$ cat src/ecal_pkg.sv
`timescale 1ns / 1ps

package ecal_pkg;

    // Datapath widths
    localparam int EpochW   = 32;
    localparam int RemW     = 17;
    localparam int DaysW    = 16;
    localparam int YearW    = 8;

    // Seconds per day, hour and minute
    localparam logic [EpochW-1:0] SecPerDay  = 32'd86400;
    localparam logic [RemW-1:0]   SecPerHour = 17'd3600;
    localparam logic [RemW-1:0]   SecPerMin  = 17'd60;

    // Reciprocals for floor(n / d) = (n * ceil(2^k / d)) >> k over each operand range:
    // days  = (secs >> 7) / 675, k = 35, operand < 2^25
    // hours = (tod >> 4) / 225,  k = 21, operand < 2^13
    // mins  = (rem >> 2) / 15,   k = 14, operand < 2^10
    localparam logic [25:0] DayRecip  = 26'd50903317;
    localparam logic [13:0] HourRecip = 14'd9321;
    localparam logic [10:0] MinRecip  = 11'd1093;

    // Calendar constants, years counted from 1900
    localparam logic [YearW-1:0] FirstYearOff = 8'd70;
    localparam logic [YearW-1:0] YearOff2100  = 8'd200;
    localparam logic [3:0]       LastMonth    = 4'd11;
    localparam logic [2:0]       EpochWeekday = 3'd4;  // 1970-01-01 was a Thursday
    localparam logic [8:0]       DaysCommon   = 9'd365;

    typedef enum logic [2:0] {
        S_IDLE,
        S_DIV_DAY,
        S_LD_HOUR,
        S_DIV_HOUR,
        S_LD_MIN,
        S_DIV_MIN,
        S_YEAR,
        S_MONTH
    } ecal_state_t;

    // Controller to datapath
    typedef struct packed {
        logic load_day;
        logic div_day;
        logic load_hour;
        logic div_hour;
        logic load_min;
        logic div_min;
        logic year_step;
        logic mark_yday;
        logic month_step;
        logic finish;
    } ecal_cmd_t;

    // Datapath to controller
    typedef struct packed {
        logic year_done;
        logic month_done;
    } ecal_status_t;

    // Length of a month, February stretched by the leap flag
    function automatic logic [4:0] month_days(input logic [3:0] mon, input logic leap);
        logic [4:0] d;
        begin
            case (mon)
                4'd1:    d = leap ? 5'd29 : 5'd28;
                4'd3:    d = 5'd30;
                4'd5:    d = 5'd30;
                4'd8:    d = 5'd30;
                4'd10:   d = 5'd30;
                default: d = 5'd31;
            endcase
            return d;
        end
    endfunction

    // Weekday advance over a whole month (length mod 7)
    function automatic logic [1:0] month_shift(input logic [3:0] mon, input logic leap);
        logic [1:0] s;
        begin
            case (mon)
                4'd1:    s = leap ? 2'd1 : 2'd0;
                4'd3:    s = 2'd2;
                4'd5:    s = 2'd2;
                4'd8:    s = 2'd2;
                4'd10:   s = 2'd2;
                default: s = 2'd3;
            endcase
            return s;
        end
    endfunction

endpackage

$ cat src/ecal_ctrl.sv
`timescale 1ns / 1ps

module ecal_ctrl
    import ecal_pkg::*;
(
    input  logic         clk,
    input  logic         rst_n,
    input  logic         start,
    input  ecal_status_t status,
    output ecal_cmd_t    cmd,
    output logic         busy
);

    ecal_state_t     state_reg, state_next;

    assign busy     = (state_reg != S_IDLE);

    // State register
    always_ff @(posedge clk or negedge rst_n)
    begin
        if (!rst_n)
        begin
            state_reg <= S_IDLE;
        end
        else
        begin
            state_reg <= state_next;
        end
    end

    // Next state
    always_comb
    begin
        state_next = state_reg;
        case (state_reg)
            S_IDLE:     if (start) state_next = S_DIV_DAY;
            S_DIV_DAY:  state_next = S_LD_HOUR;
            S_LD_HOUR:  state_next = S_DIV_HOUR;
            S_DIV_HOUR: state_next = S_LD_MIN;
            S_LD_MIN:   state_next = S_DIV_MIN;
            S_DIV_MIN:  state_next = S_YEAR;
            S_YEAR:     if (status.year_done) state_next = S_MONTH;
            S_MONTH:    if (status.month_done) state_next = S_IDLE;
            default:    state_next = S_IDLE;
        endcase
    end

    // Datapath commands
    always_comb
    begin
        cmd = '0;
        case (state_reg)
            S_IDLE:     cmd.load_day  = start;
            S_DIV_DAY:  cmd.div_day   = 1'b1;
            S_LD_HOUR:  cmd.load_hour = 1'b1;
            S_DIV_HOUR: cmd.div_hour  = 1'b1;
            S_LD_MIN:   cmd.load_min  = 1'b1;
            S_DIV_MIN:  cmd.div_min   = 1'b1;
            S_YEAR:
            begin
                cmd.year_step = !status.year_done;
                cmd.mark_yday = status.year_done;
            end
            S_MONTH:
            begin
                cmd.month_step = !status.month_done;
                cmd.finish     = status.month_done;
            end
            default:    cmd = '0;
        endcase
    end

endmodule

$ cat src/ecal_datapath.sv
`timescale 1ns / 1ps

module ecal_datapath
    import ecal_pkg::*;
(
    input  logic              clk,
    input  logic              rst_n,
    input  ecal_cmd_t         cmd,
    input  logic [EpochW-1:0] epoch_seconds,
    output ecal_status_t      status,
    output logic              done,
    output logic [5:0]        second,
    output logic [5:0]        minute,
    output logic [4:0]        hour,
    output logic [2:0]        weekday,
    output logic [7:0]        years_since_1900,
    output logic [8:0]        day_of_year,
    output logic [3:0]        month_index,
    output logic [4:0]        day_of_month
);

    // Constant divides by reciprocal multiply, one step per cycle
    logic [EpochW-1:0] secs_reg;
    logic [RemW-1:0]   rem_reg, rem_next;
    logic [DaysW-1:0]  quo_reg, quo_next;
    logic [50:0]       day_prod;
    logic [26:0]       hour_prod;
    logic [20:0]       min_prod;
    logic [EpochW-1:0] day_secs;
    logic [EpochW-1:0] tod_full;
    logic [RemW-1:0]   hour_secs;
    logic [RemW-1:0]   min_secs;
    logic [RemW-1:0]   sec_left;

    // Calendar walk
    logic [DaysW-1:0] days_reg;
    logic [YearW-1:0] year_reg;
    logic [3:0]       mon_reg;
    logic [2:0]       wd_reg;
    logic [4:0]       hour_reg;
    logic [8:0]       yday_reg;
    logic             leap;
    logic [8:0]       year_len;
    logic [4:0]       mon_len;
    logic [3:0]       wd_year_sum;
    logic [3:0]       wd_mon_sum;
    logic [2:0]       wd_year;
    logic [2:0]       wd_mon;
    logic [5:0]       wd_fin0;
    logic [5:0]       wd_fin1;
    logic [5:0]       wd_fin2;
    logic [5:0]       wd_fin3;

    logic done_reg;

    // Quotients from the reciprocals, remainders by multiply and subtract
    assign day_prod  = {26'b0, secs_reg[31:7]} * {25'b0, DayRecip};
    assign hour_prod = {14'b0, rem_reg[16:4]} * {13'b0, HourRecip};
    assign min_prod  = {11'b0, rem_reg[11:2]} * {10'b0, MinRecip};
    assign day_secs  = {16'b0, quo_reg} * SecPerDay;
    assign tod_full  = secs_reg - day_secs;
    assign hour_secs = {12'b0, quo_reg[4:0]} * SecPerHour;
    assign min_secs  = {11'b0, quo_reg[5:0]} * SecPerMin;
    assign sec_left  = rem_reg - min_secs;

    always_comb
    begin
        rem_next = rem_reg;
        quo_next = quo_reg;
        if (cmd.div_day)
            quo_next = day_prod[50:35];
        else if (cmd.load_hour)
            rem_next = tod_full[RemW-1:0];
        else if (cmd.div_hour)
            quo_next = {11'b0, hour_prod[25:21]};
        else if (cmd.load_min)
            rem_next = rem_reg - hour_secs;
        else if (cmd.div_min)
            quo_next = {10'b0, min_prod[19:14]};
    end

    always_ff @(posedge clk)
    begin
        if (cmd.load_day)
            secs_reg <= epoch_seconds;
        rem_reg <= rem_next;
        quo_reg <= quo_next;
    end

    // Leap rule over 1970..2106: multiple of 4, and 2100 is the only century
    // in range that is skipped (2000 is leap)
    assign leap     = (year_reg[1:0] == 2'b00) && (year_reg != YearOff2100);
    assign year_len = DaysCommon + {8'b0, leap};
    assign mon_len  = month_days(mon_reg, leap);

    // Weekday of the first day of the next year / month, mod 7
    assign wd_year_sum = {1'b0, wd_reg} + 4'd1 + {3'b0, leap};
    assign wd_year     = (wd_year_sum >= 4'd7) ? 3'(wd_year_sum - 4'd7) : wd_year_sum[2:0];
    assign wd_mon_sum  = {1'b0, wd_reg} + {2'b0, month_shift(mon_reg, leap)};
    assign wd_mon      = (wd_mon_sum >= 4'd7) ? 3'(wd_mon_sum - 4'd7) : wd_mon_sum[2:0];

    // Add day within month (< 31) and fold the sum (< 37) back below 7
    assign wd_fin0 = {3'b0, wd_reg} + {1'b0, days_reg[4:0]};
    assign wd_fin1 = (wd_fin0 >= 6'd28) ? wd_fin0 - 6'd28 : wd_fin0;
    assign wd_fin2 = (wd_fin1 >= 6'd14) ? wd_fin1 - 6'd14 : wd_fin1;
    assign wd_fin3 = (wd_fin2 >= 6'd7)  ? wd_fin2 - 6'd7  : wd_fin2;

    assign status.year_done  = (days_reg < {7'b0, year_len});
    assign status.month_done = (mon_reg == LastMonth) || (days_reg < {11'b0, mon_len});

    // Year and month walk
    always_ff @(posedge clk)
    begin
        if (cmd.load_hour)
        begin
            days_reg <= quo_reg;
            year_reg <= FirstYearOff;
            wd_reg   <= EpochWeekday;
        end
        else if (cmd.year_step)
        begin
            days_reg <= days_reg - {7'b0, year_len};
            year_reg <= year_reg + 1'b1;
            wd_reg   <= wd_year;
        end
        else if (cmd.month_step)
        begin
            days_reg <= days_reg - {11'b0, mon_len};
            mon_reg  <= mon_reg + 1'b1;
            wd_reg   <= wd_mon;
        end

        if (cmd.load_min)
            hour_reg <= quo_reg[4:0];

        if (cmd.mark_yday)
        begin
            yday_reg <= days_reg[8:0];
            mon_reg  <= '0;
        end
    end

    // Result registers, updated once per item
    always_ff @(posedge clk)
    begin
        if (cmd.finish)
        begin
            second           <= sec_left[5:0];
            minute           <= quo_reg[5:0];
            hour             <= hour_reg;
            weekday          <= wd_fin3[2:0];
            years_since_1900 <= year_reg;
            day_of_year      <= yday_reg;
            month_index      <= mon_reg;
            day_of_month     <= days_reg[4:0] + 5'd1;
        end
    end

    // Result strobe
    always_ff @(posedge clk or negedge rst_n)
    begin
        if (!rst_n)
            done_reg <= 1'b0;
        else
            done_reg <= cmd.finish;
    end

    assign done = done_reg;

endmodule

$ cat src/epoch_seconds_to_calendar_core.sv
`timescale 1ns / 1ps

// Converts an unsigned 32-bit count of seconds since 1970-01-01 00:00 UTC into
// broken-down UTC calendar time. Pulse start with epoch_seconds while busy is
// low; the beat is taken at that edge. The result appears on the output ports
// together with a one-cycle done strobe; there is no backpressure, so the
// receiver must capture it in that cycle (the outputs then hold until the next
// result). A conversion splits out days, hours and minutes by reciprocal
// multiplies, then walks the calendar one step per whole year after 1970
// (0..136) and one per month before the result's zero-based month (0..11),
// each walk closed by a final check, and last loads the result register.
// busy falls in the cycle of the done strobe, so a new beat can be started then.
module epoch_seconds_to_calendar_core
    import ecal_pkg::*;
(
    input  logic        clk,
    input  logic        rst_n,
    input  logic        start,
    output logic        busy,
    input  logic [31:0] epoch_seconds,
    output logic        done,
    output logic [5:0]  second,
    output logic [5:0]  minute,
    output logic [4:0]  hour,
    output logic [2:0]  weekday,
    output logic [7:0]  years_since_1900,
    output logic [8:0]  day_of_year,
    output logic [3:0]  month_index,
    output logic [4:0]  day_of_month
);

    ecal_cmd_t    cmd;
    ecal_status_t status;

    ecal_ctrl u_ctrl (
        .clk    (clk),
        .rst_n  (rst_n),
        .start  (start),
        .status (status),
        .cmd    (cmd),
        .busy   (busy)
    );

    ecal_datapath u_datapath (
        .clk              (clk),
        .rst_n            (rst_n),
        .cmd              (cmd),
        .epoch_seconds    (epoch_seconds),
        .status           (status),
        .done             (done),
        .second           (second),
        .minute           (minute),
        .hour             (hour),
        .weekday          (weekday),
        .years_since_1900 (years_since_1900),
        .day_of_year      (day_of_year),
        .month_index      (month_index),
        .day_of_month     (day_of_month)
    );

endmodule

$ cat config.mk
export PLATFORM = sky130hd
export DESIGN_NAME = epoch_seconds_to_calendar_core
export DESIGN_NICKNAME = d
export VERILOG_FILES = /design/src/ecal_pkg.sv /design/src/ecal_ctrl.sv /design/src/ecal_datapath.sv /design/src/epoch_seconds_to_calendar_core.sv
export SDC_FILE = /design/constraint.sdc
export NUM_CORES = 1
export LEC_CHECK = 0
export CORE_ASPECT_RATIO = 1.25
export CORE_MARGIN = 5
export CORE_UTILIZATION = 35
export CTS_CLUSTER_SIZE = 25
export DETAILED_ROUTE_END_ITERATION = 12
export DONT_BUFFER_PORTS = 1
export GPL_TIMING_DRIVEN = 0
export HOLD_SLACK_MARGIN = 0.06
export SLEW_MARGIN = 40
export SYNTH_ARGS = -nofsm -noshare
export SYNTH_HDL_FRONTEND = slang
export SYNTH_SLANG_ARGS = --single-unit
export TNS_END_PERCENT = 5
$ cat constraint.sdc
create_clock -name clk -period 13.45 [get_ports clk]
set_input_delay 3.3625 -clock clk [delete_from_list [all_inputs] [get_ports clk]]
set_output_delay 3.3625 -clock clk [all_outputs]
set_load 0.05 [all_outputs]
==> flow_summary.ini <==
[finish]
drive_gt1_frac = 0.0413
largest_reg_flops = 32
area_growth_syn_to_layout_pct = 8.18
layout.nets = 2936

[flow_run]
cap_violations = 0

[sta]
setup_tns_ns = 0
final-hold-violation-count = 0
max_freq_ghz = 0.138
setup_slack_ns = 6.18
drv_slew = 0
worst_pin_slew_ns = 0.843
rsz0062_at_grt = no
final.period_utilization = 0.540
maxSlewHeadroom = 0.431
min_period_ns = 7.27
setup_viol = 0
fin_skew_ns = 0.0164

[synthesis]
ys.flop_type = edfxtp_1
synth_cell_type_count = 88
synth_most_common_cell = inv_1
synth_edf_count = 141
synth_top_cell_by_area = ha_1
synth_cells = 2142
netlist.area_leader.share = 0.283
syn-cell-area_sq_um = 22100
async_reset_ff_frac = 0.0250
synthTopCellsByArea = ha_1 (28%), fa_1 (21%), edfxtp_1 (19%)
synth.yosys.seq_area_share = 0.210
syn_avg_cell_area_sq_um = 10.3
yosysWarnings = 0
ys_ff_latch = 160
syn_nets = 2910
synthTopCellsByCount = inv_1 (505), ha_1 (500), fa_1 (233), edfxtp_1 (141), a21oi_1 (97)

[clock_network]
cts_buffers = 17
cts_tree = built
path_clk_slew_ns = 0.08
post_cts_buffers = 0
clockBufferDepth = 2
cts-resized-gates = 0
clock_sinks = 160
htreeDepth = 4
clock_latency_ns = 0.47
cts-root-buf = clkbuf_16
holdBufCountCts = 0

[grt]
grt_use_total = 0.158
grt_overflow = 0
grt_pass1_vias = 16400
antenna_found_initial = 2
grt_pass1_wl_microns = 86000
grt_max_degree = 42

[routing]
wire_per_inst_microns = 17.6
dr.pass1.iters = 7
ant_nets = 0
via_count = 14900
first_iter_violations = 678
postRouteWirelength_microns = 53100
avgViaCountPerCell = 4.94
drc = 0

[setup_path]
start_kind = flip-flop
worstSetupPathType = flip-flop to flip-flop
worstPathArrival_ns = 7.46
reg2reg_slack_ns = 6.18
end_kind = flip-flop
crit_required_ns = 13.64
crit_end = u_datapath.quo_reg[15]$_SDFFCE_PN0P_
r2r_end = u_datapath.quo_reg[15]$_SDFFCE_PN0P_
r2r_start = u_datapath.secs_reg[12]$_DFFE_PP_
startpoint = u_datapath.secs_reg[12]$_DFFE_PP_
rr_worst_depth = 23
worstPathMaxFanout = 11

[worst_hold_path]
timing.hold.worst.class = flip-flop to flip-flop

[floorplan]
row_count = 103
dieWidth_microns = 235
design.core.area_sq_um = 62900
dieArea_sq_um = 68300
num_io_pins = 83
initial_core_util = 0.351
dieHeight_microns = 291

[placement]
dp_hpwl_microns = 44900
dp_worst_setup_slack_ns = 6.21
portBuffers = 0
place.gp.congestion = 0.897

[status]
run_status = finished, final reports clean

[power_and_ir_drop]
power_density_nw_per_um2 = 44.1
leakage_nw = 11.7
vdd_drop_max_v = 0.0000930
## per-stage QoR
stage / hold slack (ns) / total power, mW / cells / util / cell area [sq um]
2_1_floorplan: 0.400 / 0.545 / 2142 / - / 22100
3_3_place_gp: 0.403 / 0.545 / 2982 / 0.368 / 23100
3_5_place_dp: 0.405 / 0.545 / 2989 / 0.370 / 23300
4_1_cts: 0.423 / 1.07 / 3021 / 0.380 / 23900
5_1_grt: 0.429 / 1.09 / 3021 / 0.380 / 23900
6_report: 0.422 / 1.05 / 3023 / 0.380 / 23900
## cells in the final DEF, fill, tap and decap left out, types with 5 or more instances in the layout
cell and instances:
inv_1 505, ha_1 500, fa_1 233, edfxtp_1 141, a21oi_1 97, nor2_1 72, nand2_1 69, xnor2_1 64
o21ai_0 64, xor2_1 35, nor3_1 26, a21o_1 24, nand3_1 21, nand4_1 20, nor2b_1 18, nand2b_1 17
clkbuf_16 17, dfxtp_1 15, a211oi_1 14, clkbuf_1 14, a31oi_1 12, and2_1 11, o21a_1 11, and3_1 9
o211ai_1 9, mux2i_1 8, o31ai_1 8, buf_2 7, or3_1 7, nor4_1 5, o21ai_1 5, o21bai_1 5
or2_2 5, clkinv_8 5
## how the worst min path moves through the flow
stage,startpoint,to,cells past startpoint
4_1_cts,u_datapath.hour_reg[2]$_DFFE_PP_,u_datapath.hour[2]$_DFFE_PP_,0
6_report,u_datapath.hour_reg[2]$_DFFE_PP_,u_datapath.hour[2]$_DFFE_PP_,0
5_1_grt,u_datapath.yday_reg[8]$_DFFE_PP_,u_datapath.day_of_year[8]$_DFFE_PP_,0
3_3_place_gp,u_datapath.rem_reg[0]$_DFFE_PP_,u_datapath.second[0]$_DFFE_PP_,0
2_1_floorplan,u_datapath.yday_reg[0]$_DFFE_PP_,u_datapath.day_of_year[0]$_DFFE_PP_,0
3_5_place_dp,u_datapath.hour_reg[2]$_DFFE_PP_,u_datapath.hour[2]$_DFFE_PP_,0
## metal layers
| metal | vias to the layer above | track usage | share of wire |
|---|---|---|---|
| met5 | - | 0 | 0.00024 |
| met4 | 2 | 0.0737 | 0.047 |
| met3 | 112 | 0.0221 | 0.038 |
| met2 | 324 | 0.293 | 0.52 |
| met1 | 7312 | 0.178 | 0.39 |
| li1 | 7187 | - | - |
## layout make-up
| type | instances | area, sq um |
|---|---|---|
| Fill cell | 6178 | 39000 |
| Clock inverter | 15 | 199 |
| Clock buffer | 17 | 425 |
| Buffer | 23 | 98.8 |
| Timing Repair Buffer | 7 | 101 |
| Sequential cell | 160 | 4630 |
| Antenna cell | 2 | 5.00 |
| Inverter | 505 | 1900 |
| Tap cell | 840 | 1050 |
| Multi-Input combinational cell | 1454 | 15500 |
## power breakdown
group | leakage, nW | internal (mW) | switching, mW
sequential | 1.44 | 0.533 | 0
combinational | 9.91 | 0.0000312 | 0.000112
clock | 0.302 | 0.257 | 0.264
total | 11.7 | 0.790 | 0.264
## worst max-delay path, stage by stage (launching register included)
cell and delay (ns):
edfxtp_1 0.85, inv_1 0.32, ha_1 0.41, inv_1 0.15
fa_1 0.44, ha_1 0.28, inv_1 0.05, fa_1 0.50
inv_1 0.05, fa_1 0.38, fa_1 0.51, inv_1 0.05
fa_1 0.53, inv_1 0.06, ha_1 0.37, a21oi_1 0.26
o21ai_0 0.15, a22oi_1 0.25, a211oi_1 0.13, a2111oi_2 0.50
nor2_1 0.18, a311oi_2 0.33, xnor2_1 0.16, nor2_1 0.07
## logic make-up (layout without fill, tap and decap cells)
group                      Yosys count  in the layout  synth area share
adders and majority gates          733            733             0.494
buffers and inverters              528            567            0.0903
and+or+nand+nor                    308            308            0.0714
AOI/OAI and AO/OA                  303            303            0.0894
DFF                                160            160             0.210
xor gates and xnor gates            99             99            0.0393
muxes                               11             11           0.00533
other                                0              2                 0
No activity file was read; power rests on OpenSTA's default activity.
